<file path="src/rtl/core/esp_pkg.sv">
// ----------------------------------------------------------------------------
// esp_pkg
// Widths, reset values, codes and the microprogram of the speed estimator.
// ----------------------------------------------------------------------------
`default_nettype none

package esp_pkg;

   localparam int CHANNELS   = 4;
   localparam int CH_W       = 2;
   localparam int CNT_W      = 32;
   localparam int SPD_W      = 32;
   localparam int SCALE_W    = 24;
   localparam int GAIN_W     = 17;
   localparam int MASK_W     = 4;
   localparam int CSR_IDX_W  = 2;
   localparam int CSR_DATA_W = 24;

   // shared multiplier: signed 33 x signed 25
   localparam int OPA_W  = 33;
   localparam int OPB_W  = 25;
   localparam int PROD_W = OPA_W + OPB_W;
   localparam int ACC_W  = 50;
   localparam int FRAC_W = 16;

   localparam int STEP_W = 3;

   localparam logic [SCALE_W-1:0] SCALE_RST = 24'd205783;
   localparam logic [GAIN_W-1:0]  GAIN_RST  = 17'd16384;
   localparam logic [MASK_W-1:0]  MASK_RST  = 4'd12;
   localparam logic [GAIN_W-1:0]  GAIN_ONE  = 17'd65536;

   typedef enum logic [CSR_IDX_W-1:0] {
      CSR_SPEED_SCALE = 2'd0,
      CSR_FILTER_GAIN = 2'd1,
      CSR_NARROW_MASK = 2'd2
   } csr_idx_type;

   typedef enum logic [1:0] {
      OPA_DELTA,
      OPA_RAW,
      OPA_OLD
   } opa_sel_type;

   typedef enum logic [1:0] {
      OPB_SCALE,
      OPB_GAIN,
      OPB_COGAIN
   } opb_sel_type;

   typedef struct packed {
      logic        delta_en;   // form count delta, fetch old filter value
      opa_sel_type opa;
      opb_sel_type opb;
      logic        mul_en;
      logic        raw_en;     // negate and saturate product into raw speed
      logic        acc_ld;
      logic        acc_add;
      logic        fin;        // round, write back, present result
      logic        wait_out;   // hold this step while the result register is still unread
   } ucode_type;

   typedef struct packed {
      ucode_type uc;
      logic      commit;
   } ctrl_type;

   function automatic ucode_type ucode_rom(input logic [STEP_W-1:0] step);
      ucode_type w;
      w = '0;
      case (step)
         3'd0: w.delta_en = 1'b1;
         3'd1: begin
            w.mul_en = 1'b1;
            w.opa    = OPA_DELTA;
            w.opb    = OPB_SCALE;
         end
         3'd2: w.raw_en = 1'b1;
         3'd3: begin
            w.mul_en = 1'b1;
            w.opa    = OPA_RAW;
            w.opb    = OPB_GAIN;
         end
         3'd4: begin
            w.acc_ld = 1'b1;
            w.mul_en = 1'b1;
            w.opa    = OPA_OLD;
            w.opb    = OPB_COGAIN;
         end
         3'd5: w.acc_add = 1'b1;
         3'd6: begin
            w.fin      = 1'b1;
            w.wait_out = 1'b1;
         end
         default: w = '0;
      endcase
      return w;
   endfunction

endpackage

`default_nettype wire

</file>
<file path="src/rtl/core/esp_sequencer.sv">
// ----------------------------------------------------------------------------
// esp_sequencer
// Step counter and microcode table; issues one control word per cycle.
// ----------------------------------------------------------------------------
`default_nettype none

module esp_sequencer import esp_pkg::*; (
   input  wire logic clock,
   input  wire logic reset,
   input  wire logic start,
   input  wire logic out_stall,
   output ctrl_type  ctrl,
   output logic      ready,
   output logic      rsp_valid
);

   logic [STEP_W-1:0] step_ff, step_in;
   logic              busy_ff, busy_in;
   logic              rsp_valid_ff, rsp_valid_in;
   ucode_type         uc;
   logic              hold;
   logic              commit;

   assign uc     = ucode_rom(step_ff);
   // conditional jump back to the same step while the old result is unread
   assign hold   = busy_ff && uc.fin && uc.wait_out && rsp_valid_ff && out_stall;
   assign commit = busy_ff && uc.fin && !hold;

   always_comb begin
      step_in      = step_ff;
      busy_in      = busy_ff;
      rsp_valid_in = rsp_valid_ff && out_stall;
      if (commit) begin
         rsp_valid_in = 1'b1;
      end
      if (start) begin
         step_in = '0;
         busy_in = 1'b1;
      end else if (commit) begin
         step_in = '0;
         busy_in = 1'b0;
      end else if (busy_ff && !hold) begin
         step_in = step_ff + STEP_W'(1);
      end
   end

   always_ff @(posedge clock) begin
      if (reset) begin
         step_ff      <= '0;
         busy_ff      <= 1'b0;
         rsp_valid_ff <= 1'b0;
      end else begin
         step_ff      <= step_in;
         busy_ff      <= busy_in;
         rsp_valid_ff <= rsp_valid_in;
      end
   end

   assign ctrl.uc     = busy_ff ? uc : '0;
   assign ctrl.commit = commit;
   assign ready       = !busy_ff || commit;
   assign rsp_valid   = rsp_valid_ff;

endmodule

`default_nettype wire

</file>
<file path="config.mk">
export PLATFORM = sky130hd
export DESIGN_NAME = esp_sequencer
export DESIGN_NICKNAME = d
export VERILOG_FILES = /design/src/rtl/core/esp_pkg.sv /design/src/rtl/core/esp_sequencer.sv
export SDC_FILE = /design/constraint.sdc
export NUM_CORES = 1
export LEC_CHECK = 0
export BUFFER_PORTS_ARGS = -buffer_cell sky130_fd_sc_hd__buf_2
export CORE_AREA = 3 3 40 42
export DETAILED_ROUTE_END_ITERATION = 8
export DIE_AREA = 0 0 43 45
export GPL_TIMING_DRIVEN = 0
export SYNTH_ARGS = -nofsm -noshare
export SYNTH_HDL_FRONTEND = slang
export SYNTH_SLANG_ARGS = --single-unit
</file>
<file path="constraint.sdc">
create_clock -name clock -period 1.4 [get_ports clock]
set_input_delay 0.42 -clock clock [delete_from_list [all_inputs] [get_ports clock]]
set_output_delay 0.42 -clock clock [all_outputs]
set_load 0.05 [all_outputs]
</file>
# Word-level counts from Yosys, hierarchy flattened

Cells that the tools add are included.

Register bits: 5
Output and inout port bits: 14
Word-level logic and storage cells: 33
Input port bits: 4

Muxes and demuxes: 10
Equality and inequality tests: 6
$add $sub $neg: 1
Reduce and logical (&&, ||, !) cells: 13

Operator list:

| operator                                      | number |
|---|---|
| one-hot mux 5 bit (3 select lines)            | 1 |
| 2-to-1 mux 11 bit                             | 1 |
| == test 3 bit, second input constant          | 3 |
| logical AND 1 bit                             | 7 |
| 2-to-1 mux 1 bit                              | 7 |
| == test 3 x 2 -> 1 bit, second input constant | 2 |
| adder 3 x 1 -> 3 bit, second input constant   | 1 |
| == test 3 x 1 -> 1 bit, second input constant | 1 |
| zero test 3 bit                               | 1 |
| OR reduction 3 bit                            | 1 |
| zero test 1 bit                               | 2 |
| 2-to-1 mux 2 bit                              | 1 |
| nonzero test 2 bit                            | 1 |
| logical OR 1 bit                              | 1 |

# Depth between registers and ports, before layout

Depth in word-level cells: 10
Mapped depth: 6
Depth with buffers taken out: 5

# Worst setup path after synthesis

No wires, ideal clock.

Path type: flip-flop to output port
From: reg step_ff[0]
To: out ctrl[9] (netlist name)
Path buffers: 1
Setup slack: -1.122 ns
Data required time: 0.980 ns
Cell stages (with the launch flop): 7
Arrival time: 2.102 ns
Path through: dfxtp_1 > inv_1 > ha_1 > nor2b_2 > nor3_2 > and2_1 > buf_4

RTL lines:

| what                   | RTL line            | RTL |
|---|---|---|
| from (decl)            | esp_sequencer.sv:17 | `logic [STEP_W-1:0] step_ff, step_in;` |
| from (signal assigned) | esp_sequencer.sv:53 | `step_ff <= step_in;` |
| to (decl)              | esp_sequencer.sv:12 | `output ctrl_type ctrl,` |

==> run_summary.xml <==
<?xml version="1.0" encoding="UTF-8"?>
<metrics>
  <group name="detailed_routing">
    <metric name="detail_route.first_pass.iterations" unit="">4</metric>
    <metric name="routed_wl_per_cell" unit="µm">11.8</metric>
    <metric name="via_count" unit="">446</metric>
    <metric name="finalWirelength" unit="µm">1070</metric>
    <metric name="route.antenna.remaining_nets" unit="">0</metric>
    <metric name="drc_violations" unit="">0</metric>
    <metric name="viasPerCell" unit="">4.90</metric>
    <metric name="first_iter_violations" unit="">4</metric>
  </group>
  <group name="power_and_ir_drop">
    <metric name="int_pwr" unit="µW">302</metric>
    <metric name="power.share.combinational" unit="%">25.2</metric>
    <metric name="pwr_density_cell" unit="nW/µm²">498</metric>
    <metric name="p_leak" unit="µW">0.000349</metric>
    <metric name="power_frac_clock" unit="%">38.3</metric>
    <metric name="total_switching_power" unit="µW">131</metric>
    <metric name="power.share.sequential" unit="%">36.5</metric>
    <metric name="worst_case_vdd_ir_drop" unit="µV">347</metric>
    <metric name="switching_share" unit="%">30.2</metric>
  </group>
  <group name="global_routing">
    <metric name="grt_pass1_wl" unit="µm">2020</metric>
    <metric name="grt.overflow.total" unit="">0</metric>
    <metric name="first_global_vias" unit="">471</metric>
    <metric name="maximum_number_of_pins_on_one_net_before_global_route_repair" unit="">10</metric>
    <metric name="grt_use_total" unit="%">13.9</metric>
    <metric name="grt_antenna_before_repair" unit="">0</metric>
  </group>
  <group name="timing">
    <metric name="total_negative_slack" unit="ps">-4360</metric>
    <metric name="final.setup.worst_slack" unit="ps">-476</metric>
    <metric name="maxClockFrequency" unit="MHz">533</metric>
    <metric name="setup_viol" unit="">13</metric>
    <metric name="timing.final.crit_share" unit="%">134</metric>
    <metric name="report.final.slew_viol_count" unit="">0</metric>
    <metric name="slew_headroom" unit="%">81.9</metric>
    <metric name="final-hold-violation-count" unit="">0</metric>
    <metric name="unrepaired_setup_endpoints_after_global_routing" unit="">yes</metric>
    <metric name="period_needed" unit="ps">1880</metric>
    <metric name="worst_clock_skew" unit="ps">3.82</metric>
    <metric name="tightestPinTransition" unit="ps">272</metric>
  </group>
  <group name="final_layout">
    <metric name="flow.area_growth_from_synthesis" unit="%">121</metric>
    <metric name="layout.cells.most_common_list" unit="">buf_8, buf_6, buf_4</metric>
    <metric name="diodes" unit="">0</metric>
    <metric name="finalCoreUtilization" unit="%">67.7</metric>
    <metric name="design.final.nets" unit="">86</metric>
    <metric name="layout.cells.most_common" unit="">buf_8</metric>
    <metric name="drive_above_1_share" unit="%">76.3</metric>
  </group>
  <group name="clock_network">
    <metric name="tritoncts" unit="">done</metric>
    <metric name="clk_pin_slew" unit="ps">40</metric>
    <metric name="clk_latency" unit="ps">240</metric>
    <metric name="cts_num_sinks" unit="">5</metric>
    <metric name="clk_path_buf_depth" unit="">2</metric>
    <metric name="cts_max_level" unit="">1</metric>
    <metric name="clk_root_buffer_cell" unit="">clkbuf_4</metric>
    <metric name="tritoncts.num_buffers" unit="">3</metric>
  </group>
  <group name="die">
    <metric name="die_height" unit="µm">45</metric>
    <metric name="core" unit="µm²">1280</metric>
    <metric name="effective_utilization_at_floorplan" unit="%">30.6</metric>
    <metric name="floorplan.rows" unit="">13</metric>
    <metric name="io-pin-count" unit="">18</metric>
    <metric name="design.die.area" unit="µm²">1940</metric>
    <metric name="die_w" unit="µm">43</metric>
  </group>
  <group name="setup_path">
    <metric name="reg2reg_slack" unit="ps">70</metric>
    <metric name="arrival" unit="ps">1460</metric>
    <metric name="timing.rr.end" unit="">step_ff[1]</metric>
    <metric name="crit_required" unit="ps">980</metric>
    <metric name="highest_fanout_seen_on_the_critical_path" unit="">4</metric>
    <metric name="worst_r2r_path_depth" unit="">6</metric>
    <metric name="cp-end-kind" unit="">primary output</metric>
    <metric name="setup.worst_path.class" unit="">register to primary output</metric>
    <metric name="cp-startpoint" unit="">step_ff[0]</metric>
    <metric name="ff_to_ff_start" unit="">step_ff[1]</metric>
    <metric name="worst_setup_path_start_kind" unit="">register</metric>
  </group>
  <group name="outcome">
    <metric name="violations_in_the_final_reports" unit="">setup timing</metric>
    <metric name="status" unit="">finished, violations left</metric>
  </group>
  <group name="worst_hold_path">
    <metric name="hold_path_origin" unit="">reset</metric>
    <metric name="hold_depth" unit="">2</metric>
    <metric name="min_path_type" unit="">primary input to register</metric>
    <metric name="hold_end" unit="">busy_ff</metric>
  </group>
  <group name="flow_run">
    <metric name="drv_cap" unit="">0</metric>
  </group>
  <group name="yosys">
    <metric name="synth_area_leader_cell" unit="">dfxtp_1</metric>
    <metric name="synth_area_leaders" unit="">dfxtp_1, ha_1, buf_4</metric>
    <metric name="synth_fp_nets" unit="">57</metric>
    <metric name="syn_area" unit="µm²">393</metric>
    <metric name="seq_area_frac_synth" unit="%">25.5</metric>
    <metric name="yosys.cell_types.count" unit="">21</metric>
    <metric name="ys.flop_type" unit="">dfxtp_1</metric>
    <metric name="yosys_warnings" unit="">0</metric>
    <metric name="synth_top_area_share" unit="%">25.5</metric>
    <metric name="async_flop_share" unit="%">0</metric>
    <metric name="cell_count_after_synthesis" unit="">48</metric>
    <metric name="synth_area_per_cell" unit="µm²">8.18</metric>
    <metric name="synth-edff-count" unit="">0</metric>
    <metric name="ys_seq_elements" unit="">5</metric>
  </group>
  <group name="placed_design">
    <metric name="port_buffers" unit="">17</metric>
    <metric name="gp_congestion" unit="">0.693</metric>
    <metric name="dp.final_hpwl" unit="µm">695</metric>
  </group>
</metrics>
-- registers in the layout, indices dropped and copies added (netlist names) --
name,flops
rsp_valid,1
step_ff,3
busy_ff,1
-- critical path, cell delays in order (launching register included) --
cell     delay [ps]
dfxtp_4         390
inv_4            60
ha_4            170
nor2b_2         150
nor3_4           50
and2_4          150
buf_8           110
buf_8           140
-- power by group through the flow --
stage,logic (µW),clock network (µW),registers (µW)
final,109,166,158
after global routing,118,184,160
after CTS,100,178,159
after detailed placement,75.0,0,162
after global placement,74.0,0,162
after floorplan,58.1,0,159
-- worst max path at each step --
stage | to | slack (ps) | cells after the start
after CTS | ctrl[9] | -480 | 6
after global routing | ctrl[9] | -520 | 7
after global placement | ctrl[0] | -360 | 6
after detailed placement | ctrl[9] | -360 | 5
after floorplan | ctrl[9] | -620 | 5
final | ctrl[9] | -480 | 7
-- routing by layer --
layer  share of wire [%]  GRT usage [%]  vias to the layer above
met5                   0              0                        -
met3                 5.0           1.59                        2
met1                  36           14.3                      207
met2                  58           26.6                       16
li1                    -              -                      221
met4                0.65           9.04                        0
-- cell type report --
type	count	area [µm²]
multi-input cells	32	349
fillers	99	415
flip-flops and latches	5	116
inverters	6	31.3
clock buffers	4	26.3
plain buffers	5	60.1
well taps	15	18.8
repair buffers	24	268
-- logic make-up after synthesis --
kind of cell	after synthesis	synth area share (%)
simple gates	18	28.3
buf+inv	11	15.3
compound gates	9	15.0
fa+ha+maj	5	15.9
flops	5	25.5
-- synth_stat cells, types with 2 or more instances --
cell type / n
ha_1: 5
and2_1: 2
dfxtp_1: 5
a21oi_1: 4
o21ai_0: 2
nor2_1: 3
and3_1: 4
inv_1: 5
buf_4: 5
nand3_1: 2
-- stage by stage --
stage / total power [µW] / hold WS (ps) / instance area, µm² / worst slack, ps / std cells
2_1_floorplan: 217 / 482 / 477 / -618 / 48
3_3_place_gp: 236 / 467 / 581 / -359 / 80
3_5_place_dp: 237 / 473 / 581 / -362 / 80
4_1_cts: 438 / 340 / 806 / -476 / 88
5_1_grt: 461 / 371 / 870 / -525 / 91
6_report: 433 / 351 / 870 / -476 / 91
-- repair_timing --
| item | in CTS | in global routing |
|---|---|---|
| gates resized for setup | 47 | 11 |
| buffers inserted | 4 | 3 |
| hold buffers | 0 | 0 |
| setup endpoints to repair | 13 | 13 |
| pin swaps | 1 | 1 |
(Power assumes the default switching activity.)
